[config.mk]
export PLATFORM = sky130hd
export DESIGN_NAME = array_double_ended_queue
export DESIGN_NICKNAME = d
export VERILOG_FILES = /design/src/hdl/adq_pkg.sv /design/src/hdl/adq_ram.sv /design/src/hdl/adq_ctrl.sv /design/src/hdl/adq_dp.sv /design/src/hdl/array_double_ended_queue.sv
export SDC_FILE = /design/constraint.sdc
export NUM_CORES = 1
export LEC_CHECK = 0
export ABC_CLOCK_PERIOD_IN_PS = 4850
export BUFFER_PORTS_ARGS = -buffer_cell sky130_fd_sc_hd__buf_2
export CAP_MARGIN = 40
export CORE_MARGIN = 2
export CORE_UTILIZATION = 28
export DETAILED_ROUTE_END_ITERATION = 6
export PLACE_DENSITY = 0.4
export SYNTH_ARGS = -nofsm -noshare
export SYNTH_HDL_FRONTEND = slang
export SYNTH_SLANG_ARGS = --single-unit
[constraint.sdc]
create_clock -name clk -period 4.85 [get_ports clk]
set_input_delay 0.485 -clock clk [delete_from_list [all_inputs] [get_ports clk]]
set_output_delay 0.485 -clock clk [all_outputs]
set_load 0.03 [all_outputs]
[src/hdl/adq_pkg.sv]
// ---------------------------------------------------------------------------
// adq_pkg
// Shared types and constants for the array deque: operation and status
// codes, controller states and the controller/datapath command bundles.
// ---------------------------------------------------------------------------
package adq_pkg;

  localparam int DEPTH_DEF = 16;
  localparam int WORD_W    = 32;
  localparam int OP_W      = 2;
  localparam int STATUS_W  = 2;

  typedef enum logic [OP_W-1:0] {
    OP_PUSH_REAR  = 2'd0,
    OP_PUSH_FRONT = 2'd1,
    OP_POP_FRONT  = 2'd2,
    OP_POP_REAR   = 2'd3
  } op_t;

  typedef enum logic [STATUS_W-1:0] {
    ST_OK            = 2'd0,
    ST_REAR_FULL     = 2'd1,
    ST_NO_FRONT_ROOM = 2'd2,
    ST_EMPTY         = 2'd3
  } status_t;

  typedef enum logic [1:0] {
    S_IDLE = 2'd0,
    S_EXEC = 2'd1,
    S_READ = 2'd2,
    S_OUT  = 2'd3
  } state_t;

  // Controller to datapath
  typedef struct packed {
    logic load;     // capture the accepted operation
    logic exec;     // apply the operation to the indices and the slots
    logic capture;  // take the popped word from the slot memory
  } dp_cmd_t;

  // Datapath to controller
  typedef struct packed {
    logic pop_ok;   // held operation is a pop that will read a slot
  } dp_sts_t;

endpackage

[src/hdl/adq_ram.sv]
// ---------------------------------------------------------------------------
// adq_ram
// Generic single-port RAM with registered read data.
// ---------------------------------------------------------------------------
module adq_ram #(
  parameter int WIDTH = 32,
  parameter int DEPTH = 16
) (
  input  logic                     clk,
  input  logic                     we,
  input  logic                     re,
  input  logic [$clog2(DEPTH)-1:0] addr,
  input  logic [WIDTH-1:0]         wdata,
  output logic [WIDTH-1:0]         rdata
);

  logic [WIDTH-1:0] mem_r [DEPTH];
  logic [WIDTH-1:0] rdata_r;

  always_ff @(posedge clk) begin
    if (we) begin
      mem_r[addr] <= wdata;
    end
    if (re) begin
      rdata_r <= mem_r[addr];
    end
  end

  assign rdata = rdata_r;

endmodule

[src/hdl/adq_ctrl.sv]
// ---------------------------------------------------------------------------
// adq_ctrl
// Sequencing FSM: accept one operation, execute it, wait for the slot read
// on a pop that reads a slot, then present the result until it is transferred.
// ---------------------------------------------------------------------------
module adq_ctrl
  import adq_pkg::*;
(
  input  logic    clk,
  input  logic    rst_n,
  input  logic    in_valid,
  output logic    in_ready,
  output logic    out_valid,
  input  logic    out_ready,
  output dp_cmd_t cmd,
  input  dp_sts_t sts
);

  state_t state_r, state_nxt;

  always_ff @(posedge clk) begin
    if (!rst_n) begin
      state_r <= S_IDLE;
    end else begin
      state_r <= state_nxt;
    end
  end

  always_comb begin
    state_nxt   = state_r;
    in_ready    = 1'b0;
    out_valid   = 1'b0;
    cmd.load    = 1'b0;
    cmd.exec    = 1'b0;
    cmd.capture = 1'b0;
    case (state_r)
      S_IDLE: begin
        in_ready = 1'b1;
        if (in_valid) begin
          cmd.load  = 1'b1;
          state_nxt = S_EXEC;
        end
      end
      S_EXEC: begin
        cmd.exec  = 1'b1;
        state_nxt = sts.pop_ok ? S_READ : S_OUT;
      end
      S_READ: begin
        cmd.capture = 1'b1;
        state_nxt   = S_OUT;
      end
      S_OUT: begin
        out_valid = 1'b1;
        if (out_ready) begin
          state_nxt = S_IDLE;
        end
      end
      default: begin
        state_nxt = S_IDLE;
      end
    endcase
  end

endmodule

[src/hdl/adq_dp.sv]
// ---------------------------------------------------------------------------
// adq_dp
// Deque datapath: head/tail indices, empty flag, slot memory and the
// result register.
// ---------------------------------------------------------------------------
module adq_dp
  import adq_pkg::*;
#(
  parameter int DEPTH = DEPTH_DEF
) (
  input  logic                       clk,
  input  logic                       rst_n,
  input  dp_cmd_t                    cmd,
  output dp_sts_t                    sts,
  input  logic [OP_W-1:0]            in_operation,
  input  logic signed [WORD_W-1:0]   in_value_in,
  output logic [STATUS_W-1:0]        out_status,
  output logic signed [WORD_W-1:0]   out_value_out,
  output logic                       out_now_empty
);

  localparam int AW = $clog2(DEPTH);
  localparam logic [AW-1:0] LAST_IDX = AW'(DEPTH - 1);

  op_t                 op_r;
  logic [WORD_W-1:0]   word_r;
  logic [AW-1:0]       head_r, head_nxt;
  logic [AW-1:0]       tail_r, tail_nxt;
  logic                empty_r, empty_nxt;
  status_t             status_r, status_nxt;
  logic [WORD_W-1:0]   value_r;
  logic                ram_we, ram_re;
  logic [AW-1:0]       ram_addr;
  logic [WORD_W-1:0]   ram_rdata;

  assign sts.pop_ok = !empty_r && (op_r == OP_POP_FRONT || op_r == OP_POP_REAR);

  always_comb begin
    head_nxt   = head_r;
    tail_nxt   = tail_r;
    empty_nxt  = empty_r;
    status_nxt = ST_OK;
    ram_we     = 1'b0;
    ram_re     = 1'b0;
    ram_addr   = head_r;
    case (op_r)
      OP_PUSH_REAR: begin
        if (empty_r) begin
          head_nxt  = '0;
          tail_nxt  = '0;
          empty_nxt = 1'b0;
          ram_we    = 1'b1;
          ram_addr  = '0;
        end else if (tail_r == LAST_IDX) begin
          status_nxt = ST_REAR_FULL;
        end else begin
          tail_nxt = tail_r + 1'b1;
          ram_we   = 1'b1;
          ram_addr = tail_r + 1'b1;
        end
      end
      OP_PUSH_FRONT: begin
        if (empty_r || head_r == '0) begin
          status_nxt = ST_NO_FRONT_ROOM;
        end else begin
          head_nxt = head_r - 1'b1;
          ram_we   = 1'b1;
          ram_addr = head_r - 1'b1;
        end
      end
      OP_POP_FRONT: begin
        if (empty_r) begin
          status_nxt = ST_EMPTY;
        end else begin
          ram_re   = 1'b1;
          ram_addr = head_r;
          if (head_r >= tail_r) begin
            head_nxt  = '0;
            tail_nxt  = '0;
            empty_nxt = 1'b1;
          end else begin
            head_nxt = head_r + 1'b1;
          end
        end
      end
      OP_POP_REAR: begin
        if (empty_r) begin
          status_nxt = ST_EMPTY;
        end else begin
          ram_re   = 1'b1;
          ram_addr = tail_r;
          if (tail_r <= head_r) begin
            head_nxt  = '0;
            tail_nxt  = '0;
            empty_nxt = 1'b1;
          end else begin
            tail_nxt = tail_r - 1'b1;
          end
        end
      end
      default: begin
        status_nxt = ST_OK;
      end
    endcase
    // gate memory access to the execute cycle
    ram_we = ram_we & cmd.exec;
    ram_re = ram_re & cmd.exec;
  end

  always_ff @(posedge clk) begin
    if (!rst_n) begin
      head_r  <= '0;
      tail_r  <= '0;
      empty_r <= 1'b1;
    end else if (cmd.exec) begin
      head_r  <= head_nxt;
      tail_r  <= tail_nxt;
      empty_r <= empty_nxt;
    end
  end

  always_ff @(posedge clk) begin
    if (cmd.load) begin
      op_r   <= op_t'(in_operation);
      word_r <= in_value_in;
    end
    if (cmd.exec) begin
      status_r <= status_nxt;
      value_r  <= '0;
    end else if (cmd.capture) begin
      value_r <= ram_rdata;
    end
  end

  adq_ram #(
    .WIDTH (WORD_W),
    .DEPTH (DEPTH)
  ) u_slots (
    .clk   (clk),
    .we    (ram_we),
    .re    (ram_re),
    .addr  (ram_addr),
    .wdata (word_r),
    .rdata (ram_rdata)
  );

  assign out_status    = status_r;
  assign out_value_out = value_r;
  assign out_now_empty = empty_r;

endmodule

[src/hdl/array_double_ended_queue.sv]
// Sequence: a push or a failed operation shows its result after the execute
//   state; a successful pop also passes the read state for the slot RAM read.
// Throughput: one operation at a time; a new input is taken only after the
//   result is transferred, as set by the accept/execute/read/output sequence.
// Reset (rst_n low, synchronous): deque empty, both indices zero, no result
//   pending; slot contents are left as they are.
// ---------------------------------------------------------------------------
// array_double_ended_queue
// Linear (non-circular) array deque of signed words with push and pop at
// both ends, one status result per operation.
// ---------------------------------------------------------------------------
module array_double_ended_queue
  import adq_pkg::*;
#(
  parameter int DEPTH = DEPTH_DEF
) (
  input  logic                     clk,
  input  logic                     rst_n,
  input  logic                     in_valid,
  output logic                     in_ready,
  input  logic [OP_W-1:0]          in_operation,
  input  logic signed [WORD_W-1:0] in_value_in,
  output logic                     out_valid,
  input  logic                     out_ready,
  output logic [STATUS_W-1:0]      out_status,
  output logic signed [WORD_W-1:0] out_value_out,
  output logic                     out_now_empty
);

  dp_cmd_t cmd;
  dp_sts_t sts;

  // Controller: one operation in flight; the result register holds the
  // outcome until the output transfer completes.
  adq_ctrl u_ctrl (
    .clk       (clk),
    .rst_n     (rst_n),
    .in_valid  (in_valid),
    .in_ready  (in_ready),
    .out_valid (out_valid),
    .out_ready (out_ready),
    .cmd       (cmd),
    .sts       (sts)
  );

  // Datapath: indices, empty flag, slot RAM and result register. Words sit
  // in the contiguous slots head..tail; a push at the rear into an empty
  // deque restarts at slot 0, and popping the last word rewinds both
  // indices to zero.
  adq_dp #(
    .DEPTH (DEPTH)
  ) u_dp (
    .clk           (clk),
    .rst_n         (rst_n),
    .cmd           (cmd),
    .sts           (sts),
    .in_operation  (in_operation),
    .in_value_in   (in_value_in),
    .out_status    (out_status),
    .out_value_out (out_value_out),
    .out_now_empty (out_now_empty)
  );

endmodule

==> results of run 1 <==
-- critical path, cell delays in order, from the launching register on --
cell	delay, ns
dfxtp_1	0.62
ha_1	0.38
nand3_1	0.33
mux2_2	0.44
o32a_2	0.26
buf_4	0.63
mux2i_1	0.43
mux2i_1	0.12
a2111o_1	0.43
o311a_1	0.12
-- power by group --
| part | switching [W] | internal (W) | leakage (nW) | total (W) |
|---|---|---|---|---|
| Clock | 0.00229 | 0.00320 | 1.18 | 0.00549 |
| Combinational | 0.00228 | 0.00124 | 4.88 | 0.00353 |
| Sequential | 0.000384 | 0.00641 | 5.58 | 0.00679 |
-- flip-flops by register name, indices dropped and copies added (netlist names) --
name / flops
u_dp.u_slots.mem_r: 512
u_dp.out_value_out: 32
u_dp.op_r: 2
u_dp.u_slots.rdata: 32
u_dp.word_r: 32
u_dp.out_now_empty: 1
u_dp.tail_r: 4
u_ctrl.state_r: 2
u_dp.head_r: 4
u_dp.out_status: 2
-- logic make-up after synthesis --
family                   count (synthesis)  share of synthesized area, %
flip-flops                             623                          63.7
AO/OA/AOI/OAI                          478                          13.2
AND/OR/NAND/NOR                        452                          8.37
multiplexers                           289                          10.3
buffers and inverters                  260                          3.70
adder cells (fa/ha/maj)                 16                         0.698
-- area by class of cell --
type                            count  area (µm²)
Clock inverter                     32         166
Multi-Input combinational cell   1235        9640
Sequential cell                   623       18300
Timing Repair Buffer              196        1510
Inverter                           82         308
Tap cell                         1368        1710
Clock buffer                      110        2230
Fill cell                        9898       67900
-- worst paths after layout --
check / startpoint / endpoint / slack (ns) / cells past startpoint
min: in_value_in[2] / u_dp.word_r[2] / 0.07 / 1
min reg2reg: u_dp.out_value_out[25] / u_dp.out_value_out[25] / 0.49 / 2
max reg2reg: u_dp.tail_r[0] / u_dp.u_slots.rdata[5] / 0.78 / 9
max: u_dp.tail_r[0] / u_dp.u_slots.rdata[5] / 0.78 / 9
-- routing by layer --
| metal | vias to the layer above | part of all wire [%] |
|---|---|---|
| met3 | 126 | 4.4 |
| met1 | 9968 | 45 |
| met5 | - | 0 |
| met2 | 503 | 48 |
| met4 | 0 | 2.3 |
| li1 | 8620 | - |
-- synthesized netlist by cell type (all sizes together) (32+ instances only) --
cell type,instances,area (µm²)
edfxtp,580,17400
mux2i,253,2530
nand3,137,686
clkbuf,114,428
nor2,91,344
inv,82,308
nand2,82,310
o21ai,81,405
a22o,64,561
buf,64,327
o311ai,64,561
dfxtp,43,861
a21oi,41,205
mux2,34,383
nor3b,34,267
a22oi,33,248
and3,33,206
o2111ai,32,280
-- per-stage QoR --
| step | utilization [%] | std cells | total power [W] |
|---|---|---|---|
| 2_1_floorplan | - | 2118 | 0.00902 |
| 3_3_place_gp | 30.5 | 3469 | 0.0104 |
| 3_5_place_dp | 30.6 | 3472 | 0.0105 |
| 4_1_cts | 33.3 | 3646 | 0.0161 |
| 5_1_grt | 33.3 | 3646 | 0.0165 |
| 6_report | 33.3 | 3646 | 0.0158 |
-- repair_timing --
action,in CTS,in global routing
hold buffers,32,0
gates resized for setup,0,0
endpoints found under the hold margin,32,0
==> impl_metrics.csv, run 1 <==
group,metric,value,unit
grt,grt_use_met3,2.76,%
drt,drtAntennaViolNets,0,
worst_setup_path,endpoint_kind,"flip-flop",
sta,worstMarginPinSlew,0.848,ns
floorplan,core_area,102000,µm²
placement,hpwl,58.3,mm
finish,diodes,0,
drt,drt_iter0_drc,1428,
sta,skew,0.0222,ns
sta,rsz0062_at_grt,"no",
worst_setup_path,crit_type,"flip-flop to flip-flop",
synth,synth-async-reset-ratio,0,%
grt,grt_max_degree,169,
drt,vias,19200,
grt,antenna_found_initial,2,
synth,synth-seq-cells,623,
worst_setup_path,crit_arrival,4.45,ns
sta,holdWs,0.0730,ns
clock_tree,cts_buffer_depth,3,
floorplan,die_h,324,µm
clock_tree,clk_pin_slew,0.05,ns
grt,overflow,0,
grt,busiest_layer,"met2",
floorplan,initial_core_util,28.2,%
sta,setup_viol,0,
synth,syn_inst,2118,
clock_tree,cts_max_level,3,
worst_setup_path,cp_max_fo,34,
sta,period_minus_slack,4.07,ns
sta,fin_ws,0.783,ns
floorplan,fp-row-count,117,
synth,synthFlopType,"edfxtp_1",
grt,track_usage,18.7,%
synth,synth_nets,2172,
synth,ys_warn_count,0,
placement,gp_congestion,0.760,
grt,grtUsageMet1,25.2,%
synth,synth_edf_count,580,
clock_tree,clock-sinks,623,
synth,netlist-cell-type-count,76,
job,max_cap_violations,0,
worst_setup_path,cp-start-kind,"flip-flop",
power,p_per_area,467,nW/µm²
drt,viasPerCell,5.27,
floorplan,die_x,324,µm
worst_setup_path,required,5.23,ns
floorplan,die_area,105000,µm²
clock_tree,root_buffer,"clkbuf_16",
drt,drtPass1Iterations,5,
worst_hold_path,hp-class,"input port to flip-flop",
sta,fmax,246,MHz
placement,place_ws,0.806,ns
sta,relSlewSlack,43.5,%
placement,post_dp_cell_area,31100,µm²
finish,mostFrequentLayoutCells,"edfxtp_1, mux2i_1, nand3_1, inv_1",
finish,final_area,33900,µm²
power,power.leakage,11.6,nW
finish,layout_commonest_cell,"edfxtp_1",
clock_tree,cts_made_buffers,78,
drt,drc,0,
synth,syn_area,28700,µm²
sta,period_share,83.9,%
clock_tree,postCtsSetupRepairBufs,0,
sta,hold_violations,0,
clock_tree,insertion_delay,0.63,ns
floorplan,io_pins,75,
clock_tree,cts_tree,"done",
outcome,status,"complete, no violations",
synth,yosysSeqAreaShare,63.7,%
placement,io_buffers,74,
grt,grt_pass1_vias,19500,
sta,drv_slew,0,
finish,area_growth,18.0,%
power,worst_ir_drop_vdd,0.000216,V
drt,drt_wl_total,99.1,mm
synth,syn_avg_cell_area,13.5,µm²
finish,final_layout_size_suffix_gt1_share,15.8,%
sta,finalSetupTns,0,ns
grt,use_met2,31.3,%
finish,fin_nets,2270,
drt,wl_per_cell,27.2,µm
grt,grt_pass1_wl,141,mm
Power figures use the tool's default switching activity.
==> run 2: changes to the inputs <==
- ABC_AREA: not set -> 1
- ABC_CLOCK_PERIOD_IN_PS: 4850 -> 4120
- clock period: 4.85 -> 4.12 ns (I/O delays scaled with it)
==> impl_metrics.csv, run 2 <==
group,metric,value,unit
outcome,status,"complete, no violations",
worst_setup_path,crit_arrival,3.93,ns
worst_setup_path,cp-start-kind,"flip-flop",
worst_setup_path,crit_type,"flip-flop to flip-flop",
synth,yosysSeqAreaShare,68.6,%
grt,track_usage,16.4,%
drt,wl_per_cell,20.2,µm
finish,stdcell_count,3953,
sta,worstMarginPinSlew,1.14,ns
worst_setup_path,timing.rr.end,"u_dp.u_slots.rdata[16]",
floorplan,fp-row-count,113,
finish,final_layout_size_suffix_gt1_share,10.4,%
worst_setup_path,endpoint_kind,"flip-flop",
worst_hold_path,hp-class,"input port to flip-flop",
finish,register_area,18300,µm²
sta,skew,0.0269,ns
clock_tree,insertion_delay,0.63,ns
placement,gp_congestion,0.800,
power,p_int,0.0121,W
clock_tree,cts_max_level,3,
placement,place_inst,3780,
sta,period_share,83.5,%
drt,drt_wl_total,79.7,mm
grt,overflow,0,
finish,layout_commonest_cell,"nand2_1",
clock_tree,cts_tree,"done",
placement,hpwl,42.3,mm
drt,viasPerCell,4.62,
synth,syn_area,26600,µm²
finish,diodes,0,
grt,antenna_found_initial,0,
worst_setup_path,cp_max_fo,193,
floorplan,initial_core_util,28.2,%
worst_setup_path,required,4.61,ns
finish,mostFrequentLayoutCells,"nand2_1, edfxtp_1, nand3_1, inv_1, nor2_1",
worst_setup_path,r2r_start,"u_dp.op_r[0]",
power,power_switching,0.00538,W
finish,fin_nets,2680,
synth,yosysMostFrequentCell,"nand2_1",
synth,syn_inst,2536,
sta,setup_viol,0,
synth,synthFlopType,"edfxtp_1",
sta,rsz0062_at_grt,"no",
power,p_clk_share,36.9,%
synth,synth_common_cells,"nand2_1, edfxtp_1, nand3_1, buf_2, inv_1",
drt,drtPass1Iterations,7,
power,power.leakage,12.4,nW
sta,drv_slew,0,
clock_tree,clock-sinks,623,
sta,finalSetupTns,0,ns
drt,drt_iter0_drc,1232,
clock_tree,root_buffer,"clkbuf_16",
clock_tree,clk_pin_slew,0.06,ns
worst_hold_path,min_path_cells,2,
synth,synth-seq-cells,623,
grt,grt_pass1_wl,120,mm
clock_tree,cts_buffer_depth,3,
power,worst_ir_drop_vdd,0.000424,V
worst_hold_path,min_from,"rst_n",
power,p_sw_share,30.8,%
finish,largest_reg_flops,512,
finish,largest_register,"u_dp.u_slots.mem_r",
synth,syn_avg_cell_area,10.5,µm²
worst_setup_path,rrSetupSlack,0.68,ns
finish,multiInputGateArea,7290,µm²
drt,drtAntennaViolNets,0,
sta,fmax,291,MHz
drt,vias,18300,
placement,io_buffers,74,
power,p_seq_share,45.2,%
finish,n_fill_cell,9563,
power,pwr-share-comb,17.9,%
power,p_per_area,558,nW/µm²
synth,ys_warn_count,0,
grt,grt_max_degree,194,
job,max_cap_violations,0,
clock_tree,cts_made_buffers,75,
floorplan,core_area,94600,µm²
floorplan,die_h,312,µm
sta,hold_violations,0,
synth,synthTopCellsByArea,"edfxtp_1, nand2_1, nand3_1",
synth,netlist-cell-type-count,34,
finish,area_growth,17.4,%
synth,synth_edf_count,580,
synth,synth-async-reset-ratio,0,%
synth,synth_nets,2590,
sta,relSlewSlack,24.3,%
worst_hold_path,holdPathEnd,"u_dp.out_now_empty",
synth,yosysTopAreaCellShare,65.4,%
worst_setup_path,ff2ff_path_depth,13,
synth,yosys.area.top_type,"edfxtp_1",
floorplan,die_x,312,µm
drt,drc,0,
grt,grt_pass1_vias,18400,
sta,period_minus_slack,3.44,ns
floorplan,die_area,97600,µm²
sta,holdWs,0.0622,ns
floorplan,io_pins,75,
## run 2: cell count changes after synthesis, moves of 34 or more
cell,change
mux2i_1,-253
clkbuf_1,-98
o311ai_0,-62
a22o_1,-64
nand2_1,+958
mux2_2,-34
buf_2,+55
nand3_1,+264
## run 2: worst max path at each step
stage | start | to | cells past startpoint
final | u_dp.op_r[0] | u_dp.u_slots.rdata[16] | 13
after detailed placement | u_dp.op_r[0] | u_dp.u_slots.rdata[13] | 13
after global routing | u_dp.op_r[0] | u_dp.u_slots.rdata[8] | 13
after floorplan | u_ctrl.state_r[1] | u_dp.u_slots.rdata[0] | 5
after CTS | u_dp.op_r[0] | u_dp.u_slots.rdata[8] | 13
after global placement | u_dp.op_r[0] | u_dp.u_slots.rdata[0] | 12
## run 2: final cells by class
class / count / area share (%)
clock buffer: 100 / 6.43
clock inverter: 39 / 1.14
inverter: 102 / 1.22
multi-input combinational: 1657 / 23.3
sequential: 623 / 58.4
tap: 1265 / 5.06
timing repair buffer: 167 / 4.42
## run 2: critical path: stages, from the launching register on
cell and delay (ns):
edfxtp_1 0.42, inv_1 0.11, ha_1 0.47, clkinv_1 0.45, nand3_4 0.24, buf_12 0.60
nand3_1 0.16, nand2_1 0.13, nand2_1 0.06, nand2_1 0.09, nand2_1 0.07, nand2_1 0.10
inv_1 0.06, nand2_1 0.06
## run 2: kinds of logic after synthesis
group | after synthesis | synth area share [%]
AO/OA/AOI/OAI | 82 | 1.65
AND/OR/NAND/NOR | 1553 | 24.0
buffers and inverters | 256 | 4.77
XOR/XNOR | 6 | 0.197
flip-flops | 623 | 68.6
adder cells (fa/ha/maj) | 16 | 0.752
## run 2: per-layer routing
metal / wire length [µm] / part of all wire [%] / GRT usage, % / up-vias
met2: 37000 / 46 / 26.4 / 399
met3: 3820 / 4.8 / 2.53 / 90
li1: - / - / - / 8746
met5: 0 / 0 / 0 / -
met1: 37400 / 47 / 22.8 / 9045
met4: 1470 / 1.8 / 4.45 / 0
## run 2: stage by stage
| step | cell area, µm² | util (%) | total power, W | setup WS (ns) |
|---|---|---|---|---|
| floorplan | 26600 | - | 0.00999 | 0.391 |
| global placement | 28500 | 30.2 | 0.0112 | 0.684 |
| detailed placement | 28600 | 30.2 | 0.0112 | 0.702 |
| CTS | 31300 | 33.1 | 0.0178 | 0.678 |
| global route | 31300 | 33.1 | 0.0184 | 0.292 |
| finish | 31300 | 33.1 | 0.0175 | 0.678 |
## run 2: power groups by stage
stage | Clock [W] | Combinational, W | Sequential (W)
final | 0.00644 | 0.00313 | 0.00789
after global routing | 0.00690 | 0.00352 | 0.00796
after CTS | 0.00667 | 0.00321 | 0.00791
after detailed placement | 0 | 0.00318 | 0.00804
after global placement | 0 | 0.00314 | 0.00803
after floorplan | 0 | 0.00185 | 0.00813
## run 2: timing repair
| action | CTS | global route |
|---|---|---|
| setup buffers | 0 | 0 |
| endpoints found under the hold margin | 34 | 0 |
| resized for setup | 0 | 0 |
| hold buffers | 34 | 0 |
